$ cat src/hw/rtl/ssnt_pkg.sv
// ----------------------------------------------------------------------------
// ssnt_pkg
// types and codes shared by the sorted slot node table modules
// ----------------------------------------------------------------------------
`default_nettype none

package ssnt_pkg;

  // fixed field widths of the transaction payloads
  localparam int unsigned KeyWidth   = 64;
  localparam int unsigned ValueWidth = 64;
  localparam int unsigned IndexWidth = 6;
  localparam int unsigned CountWidth = 6;

  // command codes
  typedef enum logic [1:0] {
    CMD_INSERT = 2'd0,
    CMD_DELETE = 2'd1,
    CMD_LOOKUP = 2'd2,
    CMD_UPDATE = 2'd3
  } cmd_e;

  // result status codes
  typedef enum logic [1:0] {
    STATUS_DONE      = 2'd0,
    STATUS_NOT_FOUND = 2'd1,
    STATUS_FULL      = 2'd2
  } status_e;

  // sequencer states
  typedef enum logic [2:0] {
    ST_IDLE,
    ST_CMP,
    ST_SEARCH,
    ST_ACT,
    ST_LOOK
  } state_e;

  // per-cell load selection
  typedef enum logic [1:0] {
    CELL_HOLD,
    CELL_FROM_LEFT,
    CELL_FROM_RIGHT,
    CELL_LOAD_NEW
  } cell_op_e;

  // control from the sequencer to one cell
  typedef struct packed {
    logic     cmp_en;
    cell_op_e op;
  } cell_ctl_t;

  // request transaction
  typedef struct packed {
    cmd_e                  command;
    logic [KeyWidth-1:0]   key;
    logic [ValueWidth-1:0] value;
  } req_t;

  // result transaction
  typedef struct packed {
    status_e               status;
    logic [ValueWidth-1:0] found_value;
    logic [IndexWidth-1:0] entry_index;
    logic [CountWidth-1:0] entry_count;
  } rsp_t;

endpackage

`default_nettype wire

$ cat src/hw/rtl/ssnt_cell.sv
// ----------------------------------------------------------------------------
// ssnt_cell
// one order position: holds the entry index and key at that position,
// compares its key with the search key, and loads the new entry or loads from either neighbor
// ----------------------------------------------------------------------------
`default_nettype none

module ssnt_cell #(
  parameter int unsigned KEY_BITS   = 64,
  parameter int unsigned ENTRY_BITS = 6
) (
  input  logic                  clk_i,
  input  ssnt_pkg::cell_ctl_t   ctl_i,
  input  logic [KEY_BITS-1:0]   key_i,
  input  logic [ENTRY_BITS-1:0] entry_i,
  input  logic [KEY_BITS-1:0]   left_key_i,
  input  logic [ENTRY_BITS-1:0] left_entry_i,
  input  logic [KEY_BITS-1:0]   right_key_i,
  input  logic [ENTRY_BITS-1:0] right_entry_i,
  output logic [KEY_BITS-1:0]   key_o,
  output logic [ENTRY_BITS-1:0] entry_o,
  output logic                  gt_o,
  output logic                  lt_o
);

  logic [KEY_BITS-1:0]   key_q;
  logic [ENTRY_BITS-1:0] entry_q;
  logic                  gt_q;
  logic                  lt_q;

  // position contents, shifted along the row on insert and delete
  always_ff @(posedge clk_i) begin
    case (ctl_i.op)
      ssnt_pkg::CELL_HOLD: begin
        key_q   <= key_q;
        entry_q <= entry_q;
      end
      ssnt_pkg::CELL_FROM_LEFT: begin
        key_q   <= left_key_i;
        entry_q <= left_entry_i;
      end
      ssnt_pkg::CELL_FROM_RIGHT: begin
        key_q   <= right_key_i;
        entry_q <= right_entry_i;
      end
      ssnt_pkg::CELL_LOAD_NEW: begin
        key_q   <= key_i;
        entry_q <= entry_i;
      end
      default: begin
        key_q   <= key_q;
        entry_q <= entry_q;
      end
    endcase
  end

  // stored compare flags for the search sequencer
  always_ff @(posedge clk_i) begin
    if (ctl_i.cmp_en) begin
      gt_q <= (key_q > key_i);
      lt_q <= (key_q < key_i);
    end
  end

  assign key_o   = key_q;
  assign entry_o = entry_q;
  assign gt_o    = gt_q;
  assign lt_o    = lt_q;

endmodule

`default_nettype wire

$ cat config.mk
export PLATFORM = sky130hd
export DESIGN_NAME = ssnt_cell
export DESIGN_NICKNAME = d
export VERILOG_FILES = /design/src/hw/rtl/ssnt_pkg.sv /design/src/hw/rtl/ssnt_cell.sv
export SDC_FILE = /design/constraint.sdc
export NUM_CORES = 1
export LEC_CHECK = 0
export ABC_AREA = 1
export BUFFER_PORTS_ARGS = -buffer_cell sky130_fd_sc_hd__buf_2
export CORE_AREA = 2 2 110 112
export DETAILED_ROUTE_END_ITERATION = 16
export DIE_AREA = 0 0 112 114
export GPL_TIMING_DRIVEN = 1
export PLACE_DENSITY = 0.81
export SYNTH_ARGS = -nofsm -noshare
export SYNTH_HDL_FRONTEND = slang
export SYNTH_SLANG_ARGS = --single-unit
$ cat constraint.sdc
create_clock -name clk_i -period 3.4 [get_ports clk_i]
set_input_delay 0.68 -clock clk_i [delete_from_list [all_inputs] [get_ports clk_i]]
set_output_delay 0.68 -clock clk_i [all_outputs]
set_load 0.03 [all_outputs]
==> Word level (Yosys, flattened, before mapping) <==
Index checks and enable logic that the tools add are counted.
{ "classes": {"magnitude_cmp": 2, "n_eq_ne": 3, "n_mux": 2, "n_reduce_logical": 1} }
{ "ops": {"columns": ["cell", "n"], "rows": [
  ["$pmux W64 S3", 1],
  ["$gt A64 B64 Y1", 1],
  ["$lt A64 B64 Y1", 1],
  ["$pmux W6 S3", 1],
  ["$eq A2 B2 Y1 const B", 2],
  ["$eq A2 B1 Y1 const B", 1],
  ["$logic_not A2 Y1", 1]
]} }
{ "totals": {"ff_bits": 72, "inputBits": 214, "out_inout_bits": 72, "wordCells": 12} }

==> Depth between registers and ports, before layout <==
Gate-level depths: netlist of run 1.
{ "depth": {"word_depth": 2, "mapped_depth": 13, "ltp_nobuf": 13} }

==> Worst setup path before layout of run 1 <==
Ideal clock, no wire load.
{ "synth_path": {"kind": "input port to flip-flop", "start": "in ctl_i[0] in the netlist's numbering", "end": "reg entry_q[0] (netlist: entry_o[0]), enable pin", "arrival_ps": 1802, "path_slack_ps": 1200, "stages": 2, "path_buffers": 1, "path_cell_list": "buf_2 or2_2"} }
{ "synth_between": {"elab_chain_len": 1} }
{ "synth_lines": {"columns": ["element", "line_no", "text"], "rows": [
  ["from (decl)", "ssnt_cell.sv:13", "input ssnt_pkg::cell_ctl_t ctl_i,"],
  ["$logic_not A2 Y1", "ssnt_cell.sv:33", "case (ctl_i.op)"],
  ["to (signal assigned)", "ssnt_cell.sv:36", "entry_q <= entry_q;"],
  ["to (signal assigned)", "ssnt_cell.sv:40", "entry_q <= left_entry_i;"],
  ["to (signal assigned)", "ssnt_cell.sv:44", "entry_q <= right_entry_i;"],
  ["to (decl)", "ssnt_cell.sv:27", "logic [ENTRY_BITS-1:0] entry_q;"]
]} }
Every way passes these cells.
A chain may end at the register's enable or synchronous reset.

==> Worst setup path after layout of run 1 <==
{ "layout_path": {"start": "in ctl_i[1] in the netlist's numbering", "end": "reg key_q[28] (netlist: key_o[28]), data pin"} }
{ "layout_between": {"elab_chain_len": 2, "elab_cells_between_ends": 4, "cone_classes": "3 x eq/ne; 1 x mux"} }
{ "layout_lines": {"columns": ["element", "line_no", "text"], "rows": [
  ["$eq A2 B2 Y1 or $eq A2 B1 Y1 (tied branches)", "ssnt_cell.sv:33", null],
  ["$pmux W64 S3 *", "ssnt_cell.sv:33", null],
  ["to (signal assigned)", "ssnt_cell.sv:35", "key_q <= key_q;"],
  ["to (signal assigned)", "ssnt_cell.sv:39", "key_q <= left_key_i;"],
  ["to (signal assigned)", "ssnt_cell.sv:43", "key_q <= right_key_i;"],
  ["to (decl)", "ssnt_cell.sv:26", "logic [KEY_BITS-1:0] key_q;"]
]} }
Every way passes the cells marked *; elsewhere a longest branch is shown, timed or not.

==> results.tsv, run 1 <==
metric	value	unit
status	completed	
worstMarginPinSlew	0.748	ns
io_buffers	285	
finalNetCount	1176	
dr.pass1.iters	5	
setup_viol	0	
grt_max_degree	71	
fin_crit	1.97	ns
globalplace.congestion	0.851	
insertion_delay	0.33	ns
post_cts_buffers	0	
crit_chain	buf_2 -> inv_2 -> nor2_4 -> buf_4 -> nand2_1 -> o211ai_1	
start_kind	input port	
skew	0.00917	ns
hold_class	input port to register	
ant_nets	0	
grt.overflow.total	0	
power.density	417	nW/um2
cts_buffer_depth	2	
h-tree-depth	3	
clk_pin_slew_worst_paths	0.06	ns
clkSinkCount	72	
grtUsageMet1	0.281	
cts-resized-gates	0	
io_pins	286	
rows	40	
die_w	112	um
crit_cells	6	
leakage	3.68	nW
die-area	12800	um2
top_usage_layer	met2	
critPathMaxStageDelay	0.46	ns
whs	0.601	ns
hold_viol_final	0	
hold_buffers	0	
crit_slowest_cell	buf_4	
drive_gt1_frac	0.345	
regToRegStartpoint	key_o[15]	
worst_ep_arrival_time	2.13	ns
num_vias	5238	
numCtsBuffers	9	
crit_buf_inv	3	
synth-seq-cells	72	
antenna_cells	0	
fmaxAchievable	508	MHz
rsz0062_at_grt	no	
crit_required	3.56	ns
cts-root-buf	clkbuf_16	
grt_pass1_vias	5273	
grt_util_met3	0.0478	
worstPathMaxFanout	35	
endpoint_kind	register	
netlist_instances	619	
fp.coreArea	11700	um2
drv_slew	0	
final.setup.tns	0	ns
reg2regPathDepth	9	
worstHoldStart	ctl_i[2]	
antenna_found_initial	0	
avgRoutedWirePerCell	14.7	um
path_class	input port to register	
area_delta_synth_final	35.0	%
wl	15400	um
post-dp-hpwl	12300	um
syn_area_per_cell	8.36	um2
cp_top_family	buffers and inverters	
drt-initial-drc-count	180	
use_met2	0.441	
regToRegEndpoint	lt_o	
drc_errors	0	
ir_drop	0.216	mV
ys_seq_area_frac	0.418	
timing.slew.headroom	0.501	
fin_crit_sh	0.579	
syn_area	5170	um2
min_delay_worst_endpoint	gt_o	
cts_tree	built	
ys_types	26	
grtUsageTotal	0.243	
ys_warn_count	0	
drv_cap	0	
grt_pass1_wl	24800	um
synth_fp_nets	897	
routed_via_density	5.00	
initial_core_util	0.442	
dieHeight	114	um
r2r_setup_slack	1.54	ns
fillerInstances	1117	
hold_path_depth	1	
## layout by cell type, fill, tap and decap left out, types with 4 or more instances in the layout
cell type	instances
o211ai_1	63
buf_4	4
nand2_1	221
edfxtp_1	72
inv_1	87
ha_1	64
clkbuf_16	9
buf_2	285
a21oi_1	26
nor2_1	20
nand3_1	18
## state kept, by name (all words and copies together), names as in the netlist
name,cells
entry_o,6
lt_o,1
key_o,64
gt_o,1
## cell usage after synthesis
master | n | area (um2)
o211ai_1 | 63 | 473
buf_2 | 15 | 75.1
nand4_2 | 2 | 25.0
or2_2 | 1 | 6.26
nor2_1 | 20 | 75.1
a21oi_1 | 26 | 130
nand2_2 | 2 | 12.5
a21o_1 | 3 | 22.5
nand2_1 | 222 | 833
edfxtp_1 | 72 | 2160
nand3_1 | 18 | 90.1
o21ai_0 | 3 | 15.0
nor3b_2 | 1 | 12.5
ha_1 | 64 | 801
nor2_4 | 2 | 22.5
o21ai_1 | 1 | 5.00
o21a_1 | 1 | 7.51
clkbuf_1 | 4 | 15.0
buf_1 | 3 | 11.3
nor3_1 | 1 | 5.00
inv_2 | 1 | 3.75
nand4_1 | 3 | 18.8
inv_1 | 87 | 327
and3_1 | 1 | 6.26
and2_1 | 2 | 12.5
nor2_2 | 1 | 6.26
## area by class of cell
type	count	area [um2]	share of cell area
clock buffers	12	236	0.0339
clock inverters	2	8.76	0.00125
inverters	88	330	0.0473
multi-input cells	437	2580	0.370
flip-flops and latches	72	2160	0.310
well taps	147	184	0.0263
repair buffers	290	1480	0.211
## cell families after synthesis
logic type | synth area share
compound gates | 0.126
simple gates | 0.218
fa+ha+maj | 0.155
buf+inv | 0.0834
flops | 0.418
## through the flow
stage / area (um2) / setup slack (ns) / utilization / power (mW) / instances
detailed placement: 6740 / 1.11 / 0.575 / 2.10 / 1034
global placement: 6740 / 1.13 / 0.575 / 2.09 / 1034
global route: 6980 / 1.31 / 0.596 / 3.09 / 1048
finish: 6980 / 1.43 / 0.596 / 2.91 / 1048
floorplan: 5170 / 1.20 / - / 1.76 / 619
CTS: 6980 / 1.46 / 0.596 / 2.94 / 1048
## routing by layer
metal	routed length (um)	share of wire
met5	0	0
met4	367	0.024
met3	1120	0.073
met2	7680	0.50
met1	6220	0.40
## worst max path at each step
stage	start	endpoint	slack [ns]
3_3_place_gp	key_i[51]	lt_o	1.13
4_1_cts	key_i[55]	lt_o	1.46
3_5_place_dp	ctl_i[0]	key_o[60]	1.11
2_1_floorplan	ctl_i[0]	entry_o[0]	1.20
5_1_grt	ctl_i[1]	key_o[28]	1.31
6_report	ctl_i[1]	key_o[28]	1.43
## report_power, final
group / internal [mW] / switching, mW
combinational: 0.337 / 0.585
clock: 0.483 / 0.345
sequential: 1.11 / 0.0565
Note: power is estimated with default switching activity, not from simulation.
==> run 2, diff against run 1 <==
Settings changed: CORE_AREA 2 2 110 112 to 2 2 116 118, DIE_AREA 0 0 112 114 to 0 0 118 120, PLACE_DENSITY 0.81 to 0.76.
Clock period 3.4 ns to 1.6 ns, I/O delays scaled along.
==> run 2 against run 1 <==
- the run now ends with setup timing left
- total power increased by 130%
- non-clock buffer count increased by 58
- wire length is 7.1% higher
- critical endpoint is now gt_o
- largest power group unchanged
- clock skew decreased by 0.0039 ns
- critical path type is now register to register
- first-iteration DRC count grew 44%
==> results.tsv, run 2 (synthesis results as in run 1) <==
metric	value	unit	change
leakage	4.03	nW	+9.7%
seqPwrFrac	0.375		-0.025
fp.coreArea	13000	um2	+11%
combinationalPowerShare	0.334		+0.018
skew	0.00523	ns	-0.00394 ns
insertion_delay	0.33	ns	about the same
fmaxAchievable	537	MHz	
crit_buf_inv	0		-3
largest_reg_flops	64		unchanged
cp_top_family	simple AND/OR/NAND/NOR gates		
grt_max_degree	71		unchanged
avgRoutedWirePerCell	14.5	um	-1.2%
crit_chain	ha_4 -> nand2_4 -> nor2_4 -> nand2_2 -> nor3b_4 -> and2_4 -> and3_1 -> a21oi_1		
globalplace.congestion	0.849		-0.18%
power.density	866	nW/um2	+110%
io_pins	286		unchanged
routed_via_density	4.86		-2.8%
dieHeight	120	um	+5.3%
start_kind	register		
ir_drop	0.476	mV	+120%
fin_cells	1137		+8.5%
hold_class	input port to register		
mostFrequentLayoutCells	285 x buf_2, 220 x nand2_1, 87 x inv_1		
num_vias	5525		+5.5%
timing.slew.headroom	0.777		+0.275
fillerInstances	1208		+8.1%
ant_nets	0		unchanged
final.setup.tns	-0.523	ns	-0.523 ns
crit_slowest_cell	edfxtp_1		
grtUsageTotal	0.231		-0.0118
whs	0.214	ns	-0.387 ns
cts_buffer_depth	2		unchanged
hold_buffers	0		unchanged
die_w	118	um	+5.4%
clkSinkCount	72		unchanged
fin_crit_sh	1.16		
intPower	4.44	mW	+130%
path_class	register to register		
dr.pass1.iters	8		+3
post-place-ws	-0.329	ns	-1.44 ns
p_total	6.63	mW	+130%
switching_share	0.331		-0.00752
worst_ep_arrival_time	1.94	ns	-0.19 ns
crit_required	1.68	ns	-1.88 ns
drc_errors	0		unchanged
rows	42		+5.0%
drive_gt1_frac	0.399		+0.0538
setup_ws	-0.262	ns	-1.69 ns
numCtsBuffers	9		unchanged
die-area	14200	um2	+11%
switchingPower	2.19	mW	+120%
post_cts_buffers	0		unchanged
drv_cap	0		unchanged
worstPathMaxFanout	2		-94%
dp_cells	1121		+8.4%
wl	16500	um	+7.1%
regArea	2160	um2	unchanged
rsz0062_at_grt	yes		
fin_crit	1.86	ns	
status	complete, but fails checks		
area_delta_synth_final	48.1	%	
p_clk_frac	0.291		+0.007
drt-initial-drc-count	260		+44%
failed_checks	setup timing		
worstMarginPinSlew	0.335	ns	-0.413 ns
critPathMaxStageDelay	0.43	ns	-0.03 ns
h-tree-depth	3		unchanged
io_buffers	285		unchanged
final_common_cell	buf_2		
hold_viol_final	0		unchanged
setup_viol	2		+2
cts_tree	built		
antenna_found_initial	1		+1
cts-root-buf	clkbuf_16		
grt_pass1_wl	25700	um	+3.7%
clk_pin_slew_worst_paths	0.05	ns	about the same
finalNetCount	1234		+4.9%
grt.overflow.total	0		unchanged
multiInputGateArea	2680	um2	+3.7%
initial_core_util	0.399		-0.0432
post-dp-hpwl	13400	um	+9.0%
drv_slew	0		unchanged
endpoint_kind	register		
grt_pass1_vias	5520		+4.7%
[run 2: cell count changes in the layout (fill, tap and decap cells not counted), sizes merged]
| cell | change |
|---|---|
| clkinv | +2 |
| bufinv | +1 |
| diode | +1 |
| buf | +58 |
| clkbuf | -2 |
[run 2: worst paths after layout]
path / start / endpoint / slack [ns] / cells after the start
worst max register to register: key_o[53] / gt_o / -0.26 / 8
worst min register to register: key_o[42] / gt_o / 1.04 / 7
worst max-delay path: key_o[53] / gt_o / -0.26 / 8
worst min-delay path: ctl_i[2] / gt_o / 0.21 / 1
[run 2: area by class of cell]
class                   instances  share of cell area
clock inverters                 5             0.00637
well taps                     176              0.0287
repair buffers                348               0.259
multi-input cells             437               0.350
flip-flops and latches         72               0.282
clock buffers                  10              0.0299
inverters                      88              0.0431
diodes                          1            0.000327
[run 2: per-layer routing]
layer  share of wire  vias up  track usage
met5               0        -            0
met3           0.067       27       0.0437
met2            0.50      233        0.420
li1                -     2769            -
met4           0.025        0       0.0964
met1            0.40     2496        0.266
[run 2: per-stage QoR]
stage           util  instance area (um2)
2_1_floorplan      -                 5250
3_3_place_gp   0.567                 7360
3_5_place_dp   0.567                 7360
4_1_cts        0.588                 7630
5_1_grt        0.590                 7660
6_report       0.590                 7660
[run 2: power by group through the flow]
stage | sequential [mW] | clock [mW] | combinational, mW
floorplan | 2.97 | 0 | 0.817
global placement | 2.50 | 0 | 2.17
detailed placement | 2.52 | 0 | 2.21
CTS | 2.49 | 1.96 | 2.22
global route | 2.51 | 2.04 | 2.44
finish | 2.49 | 1.93 | 2.22
[run 2: what timing repair did]
item / in CTS / in global routing
gates resized for setup: 0 / 7
setup endpoints to repair: 2 / 2
pin swaps: 4 / 4
==> run 3, diff against run 2 <==
Settings changed: CORE_AREA 2 2 116 118 to 2 2 110 112, DIE_AREA 0 0 118 120 to 0 0 112 114, PLACE_DENSITY 0.76 to 0.81.
Clock period 1.6 ns to 1.8 ns, I/O delays scaled along.
==> run 3 against run 2 <==
- critical path type unchanged
- register-to-register slack improved by 0.22 ns
- sequential cell count unchanged
- critical endpoint unchanged
- the run still ends with setup timing left
- combinational power fell by 13%
- die area is 9.8% lower
- wire length is 0.41% lower
- first-iteration DRC count is 4.2% higher
- clock skew about the same
- sequential power fell by 11%
==> results.tsv, run 3 (synthesis results as in run 1) <==
metric	value	unit	change
setup_viol	2		unchanged
failed_checks	setup timing		
antenna_found_initial	2		+1
timing.slew.headroom	0.793		+0.0163
drv_slew	0		unchanged
post-place-ws	-0.143	ns	+0.187 ns
grt_pass1_wl	25500	um	-0.75%
insertion_delay	0.33	ns	about the same
rsz0062_at_grt	yes		
grt.overflow.total	0		unchanged
clk_pin_slew_worst_paths	0.06	ns	about the same
drt-initial-drc-count	271		+4.2%
cts_buffer_depth	2		unchanged
mostFrequentLayoutCells	284 x buf_2, 214 x nand2_1, 85 x inv_1		
path_class	register to register		
start_kind	register		
routed_via_density	5.06		+4.1%
worstMarginPinSlew	0.310	ns	-0.0255 ns
final_common_cell	buf_2		
fmaxAchievable	543	MHz	+1.1%
worst_ep_arrival_time	1.92	ns	-0.02 ns
avgRoutedWirePerCell	15.2	um	+4.8%
endpoint_kind	register		
power.density	818	nW/um2	-5.5%
drc_errors	0		unchanged
drv_cap	0		unchanged
crit_chain	ha_4 -> nand2_4 -> nor2_4 -> nand2_2 -> nor3b_4 -> and2_4 -> and3_4 -> a21oi_2		
clkSinkCount	72		unchanged
io_buffers	285		unchanged
dr.pass1.iters	5		-3
fillerInstances	1026		-15%
cp_top_family	simple AND/OR/NAND/NOR gates		
grt_max_degree	46		-35%
regArea	2160	um2	unchanged
status	complete, but fails checks		
grt_pass1_vias	5408		-2.0%
numCtsBuffers	9		unchanged
rows	40		-4.8%
p_total	6.19	mW	-6.7%
num_vias	5465		-1.1%
leakage	3.90	nW	-3.2%
drive_gt1_frac	0.401		+0.00233
area_delta_synth_final	46.2	%	
fin_crit	1.84	ns	-0.0193 ns
skew	0.00478	ns	-0.000446 ns
crit_required	1.88	ns	+0.20 ns
cts_tree	built		
crit_buf_inv	0		unchanged
die-area	12800	um2	-9.8%
io_pins	286		unchanged
fp.coreArea	11700	um2	-9.8%
hold_viol_final	0		unchanged
cts-root-buf	clkbuf_16		
worstPathMaxFanout	2		unchanged
globalplace.congestion	0.858		+1.0%
crit_slowest_cell	edfxtp_1		
initial_core_util	0.442		+0.0432
multiInputGateArea	2800	um2	+4.4%
h-tree-depth	3		unchanged
grtUsageTotal	0.251		+0.0202
die_w	112	um	-5.1%
setup_ws	-0.0422	ns	+0.219 ns
dieHeight	114	um	-5.0%
ant_nets	0		unchanged
finalNetCount	1205		-2.4%
ir_drop	0.414	mV	-13%
critPathMaxStageDelay	0.43	ns	about the same
wl	16400	um	-0.41%
hold_class	input port to register		
fin_crit_sh	1.02		-0.140
post-dp-hpwl	13100	um	-2.0%
largest_reg_flops	64		unchanged
run 3: cell count changes in the layout (fill, tap and decap cells not counted), moves of 6 or more:
cell / previous run / this run
nand2_1: 220 / 214
ha_4: 5 / 12
buf_4: 56 / 29
ha_1: 59 / 52
nand2_2: 2 / 8
run 3: repair_timing:
item / 4_1_cts / 5_1_grt
setup buffers: 1 / 4
setup endpoints to repair: 2 / 2
hold buffers: 0 / 0
pin swaps: 1 / 8
gates resized for setup: 3 / 25
run 3: worst paths after layout:
path,start,to,slack [ns],depth (start not counted)
setup / recovery,key_o[53],gt_o,-0.04,8
hold / removal,ctl_i[2],lt_o,0.25,1
setup reg to reg,key_o[53],gt_o,-0.04,8
hold reg to reg,key_o[47],gt_o,1.04,7
run 3: worst register-to-register path, delay by kind of cell, from the launching register on:
kind	cells	cell delay, ns
flops	1	0.43
fa+ha+maj	1	0.31
compound gates	1	0.03
simple gates	6	0.82
run 3: area by class of cell:
| type | instances | area share |
|---|---|---|
| well taps | 147 | 0.0243 |
| clock inverters | 7 | 0.0146 |
| inverters | 88 | 0.0437 |
| diodes | 1 | 0.000331 |
| repair buffers | 319 | 0.231 |
| clock buffers | 9 | 0.0298 |
| multi-input cells | 437 | 0.370 |
| flip-flops and latches | 72 | 0.286 |
run 3: where the power goes:
group	switching, mW	total [mW]	internal (mW)
registers	0.125	2.22	2.09
logic	1.18	1.94	0.766
clock network	0.681	2.02	1.34
total	1.98	6.19	4.20
run 3: per-layer routing:
metal  global-route usage  routed length, um
met4                0.107                455
met3               0.0462               1100
met1                0.308               6630
met5                    0                  8
met2                0.438               8210
run 3: per-stage QoR:
stage	setup TNS (ns)	cell area (um2)	hold slack, ns	instances	util
4_1_cts	-0.0172	7390	0.240	1075	0.631
3_3_place_gp	-0.171	7040	0.592	1058	0.601
2_1_floorplan	-0.0451	5250	0.472	619	-
3_5_place_dp	-0.256	7040	0.583	1058	0.601
5_1_grt	-0.195	7560	0.240	1080	0.646
6_report	-0.0754	7560	0.249	1080	0.646
